[src/swam_pkg.sv]
// ----------------------------------------------------------------------------
// swam_pkg
// Word types, codes and fixed sizes shared across the anagram match unit.
// ----------------------------------------------------------------------------
package swam_pkg;

   localparam int LETTER_W = 5;

   localparam logic REQ_PATTERN = 1'b0;
   localparam logic REQ_TEXT    = 1'b1;

   localparam int OUTQ_DEPTH = 4;
   localparam int OUTQ_PTR_W = 2;
   localparam int OUTQ_CNT_W = 3;

   typedef struct packed {
      logic                req_type;
      logic [LETTER_W-1:0] letter;
      logic                last;
   } swam_req_type;

   typedef struct packed {
      logic match_here;
      logic found_so_far;
      logic end_of_text;
   } swam_rsp_type;

   typedef struct packed {
      logic valid;
      logic clear;
      logic is_text;
      logic remove;
      logic full;
      logic last;
   } swam_op_type;

endpackage

[src/swam_front.sv]
// ----------------------------------------------------------------------------
// swam_front
// Search sequencing: pattern length, window fill, ring pointer and the ring
// of recent text letters. Issues at most one operation per accepted word.
// ----------------------------------------------------------------------------
module swam_front #(
   parameter int MAX_PATTERN = 256,
   parameter int ALPHABET    = 26
) (
   input  logic                          clock,
   input  logic                          reset,
   input  logic                          req_accept,
   input  swam_pkg::swam_req_type        req_data,
   output swam_pkg::swam_op_type         s1_op,
   output logic [$clog2(ALPHABET)-1:0]   s1_letter,
   output logic [$clog2(ALPHABET)-1:0]   s1_old_letter
);
   import swam_pkg::*;

   localparam int LetW = $clog2(ALPHABET);
   localparam int CntW = $clog2(MAX_PATTERN + 1);
   localparam int PtrW = (MAX_PATTERN > 1) ? $clog2(MAX_PATTERN) : 1;

   logic [LetW-1:0] letter_map [2**LETTER_W];
   logic [LetW-1:0] letter;

   logic            open_ff, open_in;
   logic [CntW-1:0] plen_ff, plen_in;
   logic [CntW-1:0] fill_ff, fill_in;
   logic [PtrW-1:0] wp_ff, wp_in;
   logic [CntW-1:0] plen_base;
   logic            start_new;

   logic [CntW:0]   wp_ext, plen_ext, oldest_sum;
   logic [PtrW-1:0] oldest;

   logic [LetW-1:0] ring [MAX_PATTERN];
   logic            ring_we;
   logic [LetW-1:0] ring_rd_ff;

   swam_op_type     op_ff, op_in;
   logic [LetW-1:0] letter_ff;

   for (genvar g = 0; g < 2**LETTER_W; g++) begin : g_map
      assign letter_map[g] = LetW'(g % ALPHABET);
   end

   assign letter = letter_map[req_data.letter];

   assign wp_ext     = (CntW+1)'(wp_ff);
   assign plen_ext   = (CntW+1)'(plen_ff);
   assign oldest_sum = (wp_ext >= plen_ext) ? wp_ext - plen_ext
                                            : wp_ext + (CntW+1)'(MAX_PATTERN) - plen_ext;
   assign oldest     = oldest_sum[PtrW-1:0];

   always_comb begin
      open_in   = open_ff;
      plen_in   = plen_ff;
      fill_in   = fill_ff;
      wp_in     = wp_ff;
      op_in     = '0;
      ring_we   = 1'b0;
      start_new = !open_ff || (fill_ff != '0);
      plen_base = start_new ? '0 : plen_ff;
      if (req_accept) begin
         if (req_data.req_type == REQ_PATTERN) begin
            if (start_new) begin
               open_in = 1'b1;
               fill_in = '0;
               wp_in   = '0;
               plen_in = '0;
            end
            if (plen_base < CntW'(MAX_PATTERN)) begin
               plen_in     = plen_base + CntW'(1);
               op_in.valid = 1'b1;
               op_in.clear = start_new;
            end
         end else if (open_ff) begin
            op_in.valid   = 1'b1;
            op_in.is_text = 1'b1;
            op_in.last    = req_data.last;
            ring_we       = 1'b1;
            wp_in         = (wp_ff == PtrW'(MAX_PATTERN - 1)) ? '0 : wp_ff + PtrW'(1);
            if (fill_ff < plen_ff) begin
               fill_in    = fill_ff + CntW'(1);
               op_in.full = ((fill_ff + CntW'(1)) == plen_ff);
            end else begin
               op_in.remove = 1'b1;
               op_in.full   = 1'b1;
            end
            if (req_data.last) begin
               open_in = 1'b0;
            end
         end
      end
   end

   always_ff @(posedge clock) begin
      if (reset) begin
         open_ff <= 1'b0;
         plen_ff <= '0;
         fill_ff <= '0;
         wp_ff   <= '0;
         op_ff   <= '0;
      end else begin
         open_ff <= open_in;
         plen_ff <= plen_in;
         fill_ff <= fill_in;
         wp_ff   <= wp_in;
         op_ff   <= op_in;
      end
   end

   always_ff @(posedge clock) begin
      letter_ff <= letter;
   end

   // read returns the entry before this cycle's write
   always_ff @(posedge clock) begin
      if (ring_we) begin
         ring[wp_ff] <= letter;
      end
      ring_rd_ff <= ring[oldest];
   end

   assign s1_op         = op_ff;
   assign s1_letter     = letter_ff;
   assign s1_old_letter = ring_rd_ff;

endmodule

[src/swam_count.sv]
// ----------------------------------------------------------------------------
// swam_count
// Letter count memories with read-modify-write, forwarding of the previous
// write, per-entry valid bits, and the running unequal count and found flag.
// ----------------------------------------------------------------------------
module swam_count #(
   parameter int MAX_PATTERN = 256,
   parameter int ALPHABET    = 26
) (
   input  logic                          clock,
   input  logic                          reset,
   input  swam_pkg::swam_op_type         s1_op,
   input  logic [$clog2(ALPHABET)-1:0]   s1_letter,
   input  logic [$clog2(ALPHABET)-1:0]   s1_old_letter,
   output logic                          push,
   output swam_pkg::swam_rsp_type        push_data
);
   import swam_pkg::*;

   localparam int LetW = $clog2(ALPHABET);
   localparam int CntW = $clog2(MAX_PATTERN + 1);
   localparam int PaW  = 2 * CntW;
   localparam int UnqW = $clog2(ALPHABET + 1);

   // pattern count in the upper half, window adds in the lower half
   logic [PaW-1:0]  pa_mem [ALPHABET];
   // window removals
   logic [CntW-1:0] r_mem [ALPHABET];

   logic [PaW-1:0]  pa_rd_n_ff, pa_rd_o_ff;
   logic [CntW-1:0] r_rd_n_ff, r_rd_o_ff;

   swam_op_type     op_ff;
   logic [LetW-1:0] n_ff, o_ff;

   logic [ALPHABET-1:0] pa_vld_ff, pa_vld_in;
   logic [ALPHABET-1:0] r_vld_ff, r_vld_in;

   logic            fwd_pa_v_ff;
   logic [LetW-1:0] fwd_pa_addr_ff;
   logic [PaW-1:0]  fwd_pa_data_ff;
   logic            fwd_r_v_ff;
   logic [LetW-1:0] fwd_r_addr_ff;
   logic [CntW-1:0] fwd_r_data_ff;

   logic [UnqW-1:0] unq_ff, unq_in, unq_base;
   logic            found_ff, found_in, found_base;

   logic [PaW-1:0]  pa_n, pa_o;
   logic [CntW-1:0] r_n, r_o;
   logic [CntW-1:0] p_n, a_n, p_o, a_o, w_n, w_o;
   logic            rem_eff, same;
   logic            pa_we, r_we;
   logic [PaW-1:0]  pa_wdata;
   logic [CntW-1:0] r_wdata;
   logic            add_up, add_dn, rem_up, rem_dn;
   logic            match;

   always_comb begin
      pa_n = '0;
      pa_o = '0;
      r_n  = '0;
      r_o  = '0;
      if (!op_ff.clear) begin
         if (fwd_pa_v_ff && (fwd_pa_addr_ff == n_ff)) begin
            pa_n = fwd_pa_data_ff;
         end else if (pa_vld_ff[n_ff]) begin
            pa_n = pa_rd_n_ff;
         end
         if (fwd_pa_v_ff && (fwd_pa_addr_ff == o_ff)) begin
            pa_o = fwd_pa_data_ff;
         end else if (pa_vld_ff[o_ff]) begin
            pa_o = pa_rd_o_ff;
         end
         if (fwd_r_v_ff && (fwd_r_addr_ff == n_ff)) begin
            r_n = fwd_r_data_ff;
         end else if (r_vld_ff[n_ff]) begin
            r_n = r_rd_n_ff;
         end
         if (fwd_r_v_ff && (fwd_r_addr_ff == o_ff)) begin
            r_o = fwd_r_data_ff;
         end else if (r_vld_ff[o_ff]) begin
            r_o = r_rd_o_ff;
         end
      end
   end

   assign p_n = pa_n[PaW-1:CntW];
   assign a_n = pa_n[CntW-1:0];
   assign p_o = pa_o[PaW-1:CntW];
   assign a_o = pa_o[CntW-1:0];
   assign w_n = a_n - r_n;
   assign w_o = a_o - r_o;

   assign rem_eff = op_ff.is_text && op_ff.remove && (w_o != '0);
   assign same    = (n_ff == o_ff);

   always_comb begin
      pa_we    = 1'b0;
      r_we     = 1'b0;
      pa_wdata = pa_n;
      r_wdata  = r_o + CntW'(1);
      add_up   = 1'b0;
      add_dn   = 1'b0;
      rem_up   = 1'b0;
      rem_dn   = 1'b0;
      if (op_ff.valid) begin
         pa_we = 1'b1;
         if (!op_ff.is_text) begin
            pa_wdata = {p_n + CntW'(1), a_n};
            add_up   = (p_n == w_n);
            add_dn   = ((p_n + CntW'(1)) == w_n);
         end else begin
            pa_wdata = {p_n, a_n + CntW'(1)};
            r_we     = rem_eff;
            // drop and add of the same letter leave its count unchanged
            if (!(rem_eff && same)) begin
               if (rem_eff) begin
                  rem_up = (p_o == w_o);
                  rem_dn = (p_o == (w_o - CntW'(1)));
               end
               add_up = (p_n == w_n);
               add_dn = (p_n == (w_n + CntW'(1)));
            end
         end
      end
   end

   assign unq_base   = op_ff.clear ? '0 : unq_ff;
   assign found_base = op_ff.clear ? 1'b0 : found_ff;
   assign unq_in     = unq_base + UnqW'(add_up) + UnqW'(rem_up)
                     - UnqW'(add_dn) - UnqW'(rem_dn);
   assign match      = op_ff.valid && op_ff.is_text && op_ff.full && (unq_in == '0);
   assign found_in   = found_base || match;

   always_comb begin
      pa_vld_in = op_ff.clear ? '0 : pa_vld_ff;
      r_vld_in  = op_ff.clear ? '0 : r_vld_ff;
      if (pa_we) begin
         pa_vld_in[n_ff] = 1'b1;
      end
      if (r_we) begin
         r_vld_in[o_ff] = 1'b1;
      end
   end

   always_ff @(posedge clock) begin
      if (pa_we) begin
         pa_mem[n_ff] <= pa_wdata;
      end
      pa_rd_n_ff <= pa_mem[s1_letter];
      pa_rd_o_ff <= pa_mem[s1_old_letter];
   end

   always_ff @(posedge clock) begin
      if (r_we) begin
         r_mem[o_ff] <= r_wdata;
      end
      r_rd_n_ff <= r_mem[s1_letter];
      r_rd_o_ff <= r_mem[s1_old_letter];
   end

   always_ff @(posedge clock) begin
      if (reset) begin
         op_ff       <= '0;
         pa_vld_ff   <= '0;
         r_vld_ff    <= '0;
         fwd_pa_v_ff <= 1'b0;
         fwd_r_v_ff  <= 1'b0;
         unq_ff      <= '0;
         found_ff    <= 1'b0;
      end else begin
         op_ff       <= s1_op;
         pa_vld_ff   <= pa_vld_in;
         r_vld_ff    <= r_vld_in;
         fwd_pa_v_ff <= pa_we;
         fwd_r_v_ff  <= r_we;
         unq_ff      <= unq_in;
         found_ff    <= found_in;
      end
   end

   always_ff @(posedge clock) begin
      n_ff           <= s1_letter;
      o_ff           <= s1_old_letter;
      fwd_pa_addr_ff <= n_ff;
      fwd_pa_data_ff <= pa_wdata;
      fwd_r_addr_ff  <= o_ff;
      fwd_r_data_ff  <= r_wdata;
   end

   assign push                   = op_ff.valid && op_ff.is_text;
   assign push_data.match_here   = match;
   assign push_data.found_so_far = found_in;
   assign push_data.end_of_text  = op_ff.last;

endmodule

[src/swam_outq.sv]
// ----------------------------------------------------------------------------
// swam_outq
// Result queue with room check that counts words still in the pipeline.
// ----------------------------------------------------------------------------
module swam_outq (
   input  logic                   clock,
   input  logic                   reset,
   input  logic                   push,
   input  swam_pkg::swam_rsp_type push_data,
   input  logic [1:0]             inflight,
   input  logic                   rsp_stall,
   output logic                   rsp_valid,
   output swam_pkg::swam_rsp_type rsp_data,
   output logic                   room
);
   import swam_pkg::*;

   swam_rsp_type          q [OUTQ_DEPTH];
   logic [OUTQ_PTR_W-1:0] head_ff, head_in;
   logic [OUTQ_PTR_W-1:0] tail_ff, tail_in;
   logic [OUTQ_CNT_W-1:0] count_ff, count_in;
   logic                  pop;

   assign rsp_valid = (count_ff != '0);
   assign rsp_data  = q[head_ff];
   assign pop       = rsp_valid && !rsp_stall;
   assign room      = (count_ff + OUTQ_CNT_W'(inflight)) < OUTQ_CNT_W'(OUTQ_DEPTH);

   always_comb begin
      head_in  = pop ? head_ff + OUTQ_PTR_W'(1) : head_ff;
      tail_in  = push ? tail_ff + OUTQ_PTR_W'(1) : tail_ff;
      count_in = count_ff + OUTQ_CNT_W'(push) - OUTQ_CNT_W'(pop);
   end

   always_ff @(posedge clock) begin
      if (reset) begin
         head_ff  <= '0;
         tail_ff  <= '0;
         count_ff <= '0;
      end else begin
         head_ff  <= head_in;
         tail_ff  <= tail_in;
         count_ff <= count_in;
      end
   end

   always_ff @(posedge clock) begin
      if (push) begin
         q[tail_ff] <= push_data;
      end
   end

endmodule

[src/sliding_window_anagram_match_unit.sv]
// ----------------------------------------------------------------------------
// sliding_window_anagram_match_unit
// Send the pattern one letter per word, then the text one letter per word.
// Pattern words give no result; every text word in an open search gives one
// result word saying whether the last pattern-length text letters are a
// permutation of the pattern, plus a sticky found flag and an end-of-text
// mark. A pattern word after text starts a new search. The unit takes one
// word per cycle, pattern or text, while req_stall is low, and each result
// is registered in the front stage, the count stage and the queue. The front
// stage reads the ring memory for the letter leaving the window, then the
// count stage does the read-modify-write of the two count memories, each with
// a registered read; back-to-back words to the same letter are forwarded.
// Results pass through a four-word queue; req_stall rises when the queue and
// the words in flight would fill it. A new search clears the count tables
// through per-letter valid bits, so there is no clearing pass.
// ----------------------------------------------------------------------------
module sliding_window_anagram_match_unit #(
   parameter int MAX_PATTERN = 256,
   parameter int ALPHABET    = 26
) (
   input  logic                   clock,
   input  logic                   reset,
   input  logic                   req_valid,
   output logic                   req_stall,
   input  swam_pkg::swam_req_type req_data,
   output logic                   rsp_valid,
   input  logic                   rsp_stall,
   output swam_pkg::swam_rsp_type rsp_data
);
   import swam_pkg::*;

   localparam int LetW = $clog2(ALPHABET);

   logic            req_accept;
   swam_op_type     s1_op;
   logic [LetW-1:0] s1_letter, s1_old_letter;
   logic            push;
   swam_rsp_type    push_data;
   logic [1:0]      inflight;
   logic            room;

   assign req_accept = req_valid && !req_stall;
   assign req_stall  = !room;
   assign inflight   = 2'(s1_op.valid && s1_op.is_text) + 2'(push);

   swam_front #(
      .MAX_PATTERN (MAX_PATTERN),
      .ALPHABET    (ALPHABET)
   ) u_front (
      .clock         (clock),
      .reset         (reset),
      .req_accept    (req_accept),
      .req_data      (req_data),
      .s1_op         (s1_op),
      .s1_letter     (s1_letter),
      .s1_old_letter (s1_old_letter)
   );

   swam_count #(
      .MAX_PATTERN (MAX_PATTERN),
      .ALPHABET    (ALPHABET)
   ) u_count (
      .clock         (clock),
      .reset         (reset),
      .s1_op         (s1_op),
      .s1_letter     (s1_letter),
      .s1_old_letter (s1_old_letter),
      .push          (push),
      .push_data     (push_data)
   );

   swam_outq u_outq (
      .clock     (clock),
      .reset     (reset),
      .push      (push),
      .push_data (push_data),
      .inflight  (inflight),
      .rsp_stall (rsp_stall),
      .rsp_valid (rsp_valid),
      .rsp_data  (rsp_data),
      .room      (room)
   );

endmodule

[config.mk]
export PLATFORM = sky130hd
export DESIGN_NAME = sliding_window_anagram_match_unit
export DESIGN_NICKNAME = d
export VERILOG_FILES = /design/src/swam_pkg.sv /design/src/swam_front.sv /design/src/swam_count.sv /design/src/swam_outq.sv /design/src/sliding_window_anagram_match_unit.sv
export SDC_FILE = /design/constraint.sdc
export NUM_CORES = 2
export LEC_CHECK = 0
export BUFFER_PORTS_ARGS = -buffer_cell sky130_fd_sc_hd__buf_2
export CORE_UTILIZATION = 65
export DETAILED_ROUTE_END_ITERATION = 8
export PLACE_DENSITY = 0.81
export SLEW_MARGIN = 20
export SYNTH_ARGS = -nofsm -noshare
export SYNTH_HDL_FRONTEND = slang
export SYNTH_SLANG_ARGS = --single-unit
[constraint.sdc]
create_clock -name clock -period 32.2 [get_ports clock]
set_input_delay 1.61 -clock clock [delete_from_list [all_inputs] [get_ports clock]]
set_output_delay 1.61 -clock clock [all_outputs]
set_load 0.03 [all_outputs]
# Word-level counts from Yosys, hierarchy flattened
# Memories as Yosys holds them, arrays and structs flattened. A register that Yosys moved wholly into a read port is not among the register bits.
# Cells that the tools add are included.
# W data, S select, Z words.
# op_classes
addsub	23
n_lt_le_gt_ge	9
n_eq_ne	14
muxes	84
n_bitwise	7
n_reduce_logical	33
# ops
op	count
$mux W18	8
$mux W9	12
$mux W26	4
$add A9 B1 Y9 const B	6
$eq A9 B9 Y1	6
$or A26 B26 Y26	2
$mux W1	42
$mux W8	5
$eq A5 B5 Y1	5
$bmux W1 S5	4
$reduce_bool A9 Y1	2
$sub A9 B9 Y9	2
$add A8 B1 Y8 const B	2
$sub A8 B8 Y8	2
$logic_and A1 B1 Y1	15
$mux W5	3
$lt A5 B6 Y1 const B	2
$add A5 B1 Y5	2
$demux W1 S5	2
$ge A5 B1 Y1 const B	2
$sub A5 B1 Y5	2
$ge A8 B9 Y1	1
$lt A9 B9 Y1	1
$lt A9 B9 Y1 const B	1
other kinds (25)	37
# word_totals
ff_bits	158
ramBits	1994
romBits	160
input_bits	11
output_inout_bits	5
wordCells	207
memories	5
# memory_table
name	depth	width	read_ports	rd_ports_with_merged_regs	write_ports	line_no	source
u_front.ring	256	5	1	1	1	swam_front.sv:37	logic [LetW-1:0] ring [MAX_PATTERN];
u_count.pa_mem	26	18	2	2	1	swam_count.sv:26	logic [PaW-1:0] pa_mem [ALPHABET];
u_count.r_mem	26	9	2	2	1	swam_count.sv:28	logic [CntW-1:0] r_mem [ALPHABET];
(no name shown)	32	5	1	0	0	swam_front.sv:48	assign letter = letter_map[req_data.letter];
u_outq.q	4	3	1	1	1	swam_outq.sv:18	swam_rsp_type q [OUTQ_DEPTH];

# Logic depth before layout (Yosys ltp)
# depth
depth_word	19
depth_mapped	35
depth_no_buf	30

# By module
# A second synthesis with hierarchy kept.
# unflattened
cells_unflattened	5537
area_unflattened_um2	95221.3
# modules_own_cells
mod	instances	cells_per_inst	area_per_inst_um2	seq_area_each_um2
swam_front	1	2909	52907.0	39297.7
swam_count	1	2559	41360.9	24423.4
swam_outq	1	65	924.6	540.5
sliding_window_anagram_match_unit	1	4	28.8	0.0

# Least setup slack after synthesis
# Ideal clock, no wire load.
# synth_timing
path_type	input to register
start	input port req_data[2] (netlist bit)
end	memory u_front.ring[0][3] (netlist bit) (data pin)
setup_ns	2.288
t_arrival_ns	12.201
required_time_ns	29.912
slack_ns	17.712
stages	2
n_path_buf	0
path_cell_list	or2_2 a21boi_0
# synth_via
elab_chain_len	4
# synth_lines
element	line_no	source
start: declaration	sliding_window_anagram_match_unit.sv:25	input swam_pkg::swam_req_type req_data,
$not A5 Y6 (implied by the code)	swam_front.sv:48	
$mem_v2 Z32 W5	-	
$mux W5 (implied by the code) (2 in series)	swam_front.sv:48	
via u_front.letter[3]	swam_front.sv:25	logic [LetW-1:0] letter;
end: declaration	swam_front.sv:37	
# The timed path passes the listed nets, and every way through them passes these cells. The select of a mux whose other input is x is not followed.

==> impl_metrics.py <==
metrics = {
    "cells_and_area": {
        "drive_gt1_share_pct": 26.87,
        "layout_commonest_cell": "edfxtp_1",
        "layout_common_cells": "edfxtp_1, mux4_2, nor2_1, dfxtp_1, clkbuf_16",
        "fillers": 7656,
        "final_cells": 7157,
        "fin_util_pct": 72.38,
        "syn2layout_area_growth_pct": 10.19,
        "nets": 5138,
        "design_area_um2": 104100,
    },
    "sta": {
        "post-route-period-util_pct": 26.82,
        "worst_pin_slew_ns": 1.295,
        "clock_skew_ns": 0.08820,
        "fmax_ghz": 0.1158,
        "rsz0062_at_grt": "false",
        "slew_viol_final": 0,
        "fin_crit_ns": 8.637,
        "fin_setup_tns_ns": 0,
        "max-slew-margin-rel_pct": 13.00,
        "hold_viol": 0,
        "setup_viol_count_final": 0,
    },
    "pwr": {
        "p_per_area_nw_per_um2": 66.77,
        "ir_drop_mv": 0.07472,
        "leakage_nw": 32.19,
    },
    "cts": {
        "ctsHoldBuffers": 0,
        "insertion_delay_ns": 0.90,
        "cts_tree": "yes",
        "cts_made_buffers": 207,
        "postCtsResizedCells": 0,
        "h-tree-depth": 4,
        "path_clk_slew_ns": 0.06,
        "cts-root-buf": "clkbuf_16",
        "clock_path_buffers": 3,
        "cts_setup_buffers": 0,
        "cts_num_sinks": 2213,
    },
    "flow_run": {
        "cap_viol_max_count": 0,
    },
    "critical_path": {
        "crit_path_frequent_cell": "fa_1",
        "startpoint_type": "register",
        "critPathCaptureType": "register",
        "cpPeakStageDelay_ns": 0.88,
        "rr_worst_depth": 29,
        "crit_type": "reg -> reg",
        "timing.rr.start": "u_count.n_ff[3]$_DFF_P_",
        "cp.required_ns": 32.96,
        "r2r_slack_ns": 23.56,
        "r2r_end": "u_count.found_ff$_SDFF_PP0_",
        "cp_max_fo": 24,
        "crit_arrival_ns": 9.40,
        "crit_slowest_cell": "dfxtp_1",
    },
    "floorplan": {
        "fp.coreArea_um2": 143800,
        "start_util_pct": 65.68,
        "io_pins": 16,
        "die_h_um": 383.2,
        "die_x_um": 383.2,
        "die-area_um2": 146900,
        "rows": 139,
    },
    "placement": {
        "port_buffers": 15,
        "place_congestion": 0.9088,
        "place_area_um2": 96850,
        "dpl.hpwl_um": 134700,
        "dp.cells": 6757,
    },
    "yosys": {
        "yosysSeqAreaShare_pct": 68.02,
        "yosys.area.top_type_share_pct": 63.38,
        "muxShareOfSynthArea_pct": 21.07,
        "yosys_warnings": 0,
        "ys.flop_type": "edfxtp_1",
        "syn-num-nets": 5123,
        "syn_inst": 5050,
        "synth-compound-area-share_pct": 2.649,
        "synth_edf_count": 1994,
        "synth_xor_area_share_pct": 1.191,
        "synth_simple_gate_area_share_pct": 4.481,
        "async_reset_ff_share_pct": 0,
        "synth_cell_type_count": 85,
        "yosys_register_bits": 2213,
        "synth-adder-area-share_pct": 0.8768,
        "syn_avg_cell_area_um2": 18.71,
        "yosysTopAreaCell": "edfxtp_1",
        "synthTopCellsByArea": "edfxtp_1, mux4_2, dfxtp_1",
        "synth_top_family_by_area": "multiplexers",
        "syn-cell-area_um2": 94470,
    },
    "hold_path": {
        "holdPathEnd": "u_count.push_data[0]$_SDFF_PP0_",
        "hold_start": "u_front.s1_op[0]$_SDFF_PP0_",
        "min_path_type": "reg -> reg",
        "holdPathStages": 1,
    },
    "routing": {
        "drtPass1Iterations": 7,
        "drt-met1-wl_um": 87050,
        "vias": 53019,
        "drc": 0,
        "wl_um": 259900,
        "routed.top_layer": "met5",
        "dr_wl_met2_um": 132000,
        "viasPerCell": 7.408,
        "ant_nets": 0,
        "wl_per_cell_um": 36.31,
        "drt_iter0_markers": 6904,
        "wl_met3_um": 24330,
    },
    "global_route": {
        "grt_pass1_wl_um": 375100,
        "antenna_found_initial": 5,
        "track_usage_pct": 35.90,
        "globalRouteOverflowTotal": 0,
        "first_global_vias": 53755,
        "grt_max_degree": 257,
    },
    "run_status": {
        "status": "finished clean",
    },
}
==> report_power, final <==
part / switching, W / internal, W
clock network: 0.00114 / 0.00142
registers: 0.000103 / 0.00316
logic: 0.000598 / 0.000529
total: 0.00184 / 0.00511
==> routing by layer <==
layer  global-route usage, %  up-vias
met3                   6.778      891
met2                   59.71     3959
met5                       0        -
met4                   20.07        4
li1                        -    20602
met1                   44.76    27563
==> critical path: cells and delay by family, from the launching register on <==
kind,cells,cell delay (ns)
AOI/OAI and AO/OA,9,2.69
xor gates and xnor gates,1,0.13
adders and majority gates,6,2.13
buffers and inverters,2,0.15
DFF,1,0.88
muxes,1,0.29
and+or+nand+nor,10,2.32
==> cell type report <==
cell class | instances | area [µm²] | area share (%)
Tap cell | 1903 | 2381 | 2.287
Inverter | 69 | 259.0 | 0.2488
Timing Repair Buffer | 137 | 1085 | 1.042
Clock buffer | 255 | 5455 | 5.240
Antenna cell | 7 | 17.52 | 0.01683
Clock inverter | 136 | 1580 | 1.518
Sequential cell | 2213 | 64300 | 61.76
Multi-Input combinational cell | 2437 | 29030 | 27.88
==> sequential cells by signal, summed over array words and instances, names as in the netlist, 8 cells and up, named ones only <==
name and flops:
u_front.ring 1280, u_count.pa_mem 468, u_count.r_mem 234, u_count.pa_vld_ff 26, u_count.r_vld_ff 26, u_count.fwd_pa_data_ff 18, u_count.pa_rd_n_ff 18, u_count.pa_rd_o_ff 18
u_outq.q 12, u_count.fwd_r_data_ff 9, u_count.r_rd_n_ff 9, u_count.r_rd_o_ff 9, u_front.fill_ff 9, u_front.plen_ff 9, u_front.wp_ff 8
==> cell usage after synthesis, types with 36 or more instances <==
| cell type | number |
|---|---|
| nor2b_1 | 91 |
| nor2_1 | 403 |
| nand3_1 | 63 |
| a21oi_1 | 147 |
| mux4_2 | 812 |
| xnor2_1 | 62 |
| nor3_1 | 53 |
| a211oi_1 | 63 |
| mux2i_1 | 86 |
| nand2_1 | 157 |
| mux2_2 | 58 |
| buf_1 | 54 |
| o21ai_0 | 36 |
| xor2_1 | 58 |
| buf_2 | 38 |
| clkbuf_1 | 229 |
| dfxtp_1 | 219 |
| inv_1 | 67 |
| ha_1 | 55 |
| edfxtp_1 | 1994 |
==> kinds of logic (layout without fill, tap and decap cells) <==
kind of cell,Yosys count,in the layout
xor+xnor,123,123
fa+ha+maj,62,62
simple gates,908,908
other cells,0,7
mux,960,960
compound gates,384,384
flops,2213,2213
buf+inv,400,597
==> per-stage QoR <==
stage	worst slack (ns)	power [W]	hold WS (ns)
6_report	23.56	0.006951	0.4476
2_1_floorplan	17.71	0.004120	0.3258
4_1_cts	23.72	0.006953	0.4458
5_1_grt	23.07	0.007111	0.4611
3_5_place_dp	23.72	0.004411	0.4319
3_3_place_gp	24.00	0.004397	0.4214
==> worst max path at each step <==
stage / cells after the start / start / slack [ns] / endpoint
6_report: 29 / u_count.n_ff[3]$_DFF_P_ / 23.56 / u_count.found_ff$_SDFF_PP0_
3_5_place_dp: 29 / u_count.n_ff[3]$_DFF_P_ / 23.72 / u_count.found_ff$_SDFF_PP0_
2_1_floorplan: 2 / req_data[2] / 17.71 / u_front.ring[0][3]$_DFFE_PP_
5_1_grt: 29 / u_count.n_ff[3]$_DFF_P_ / 23.07 / u_count.found_ff$_SDFF_PP0_
4_1_cts: 29 / u_count.o_ff[3]$_DFF_P_ / 23.72 / u_count.found_ff$_SDFF_PP0_
3_3_place_gp: 29 / u_count.n_ff[3]$_DFF_P_ / 24.00 / u_count.found_ff$_SDFF_PP0_
No activity file was read; power rests on OpenSTA's default activity.
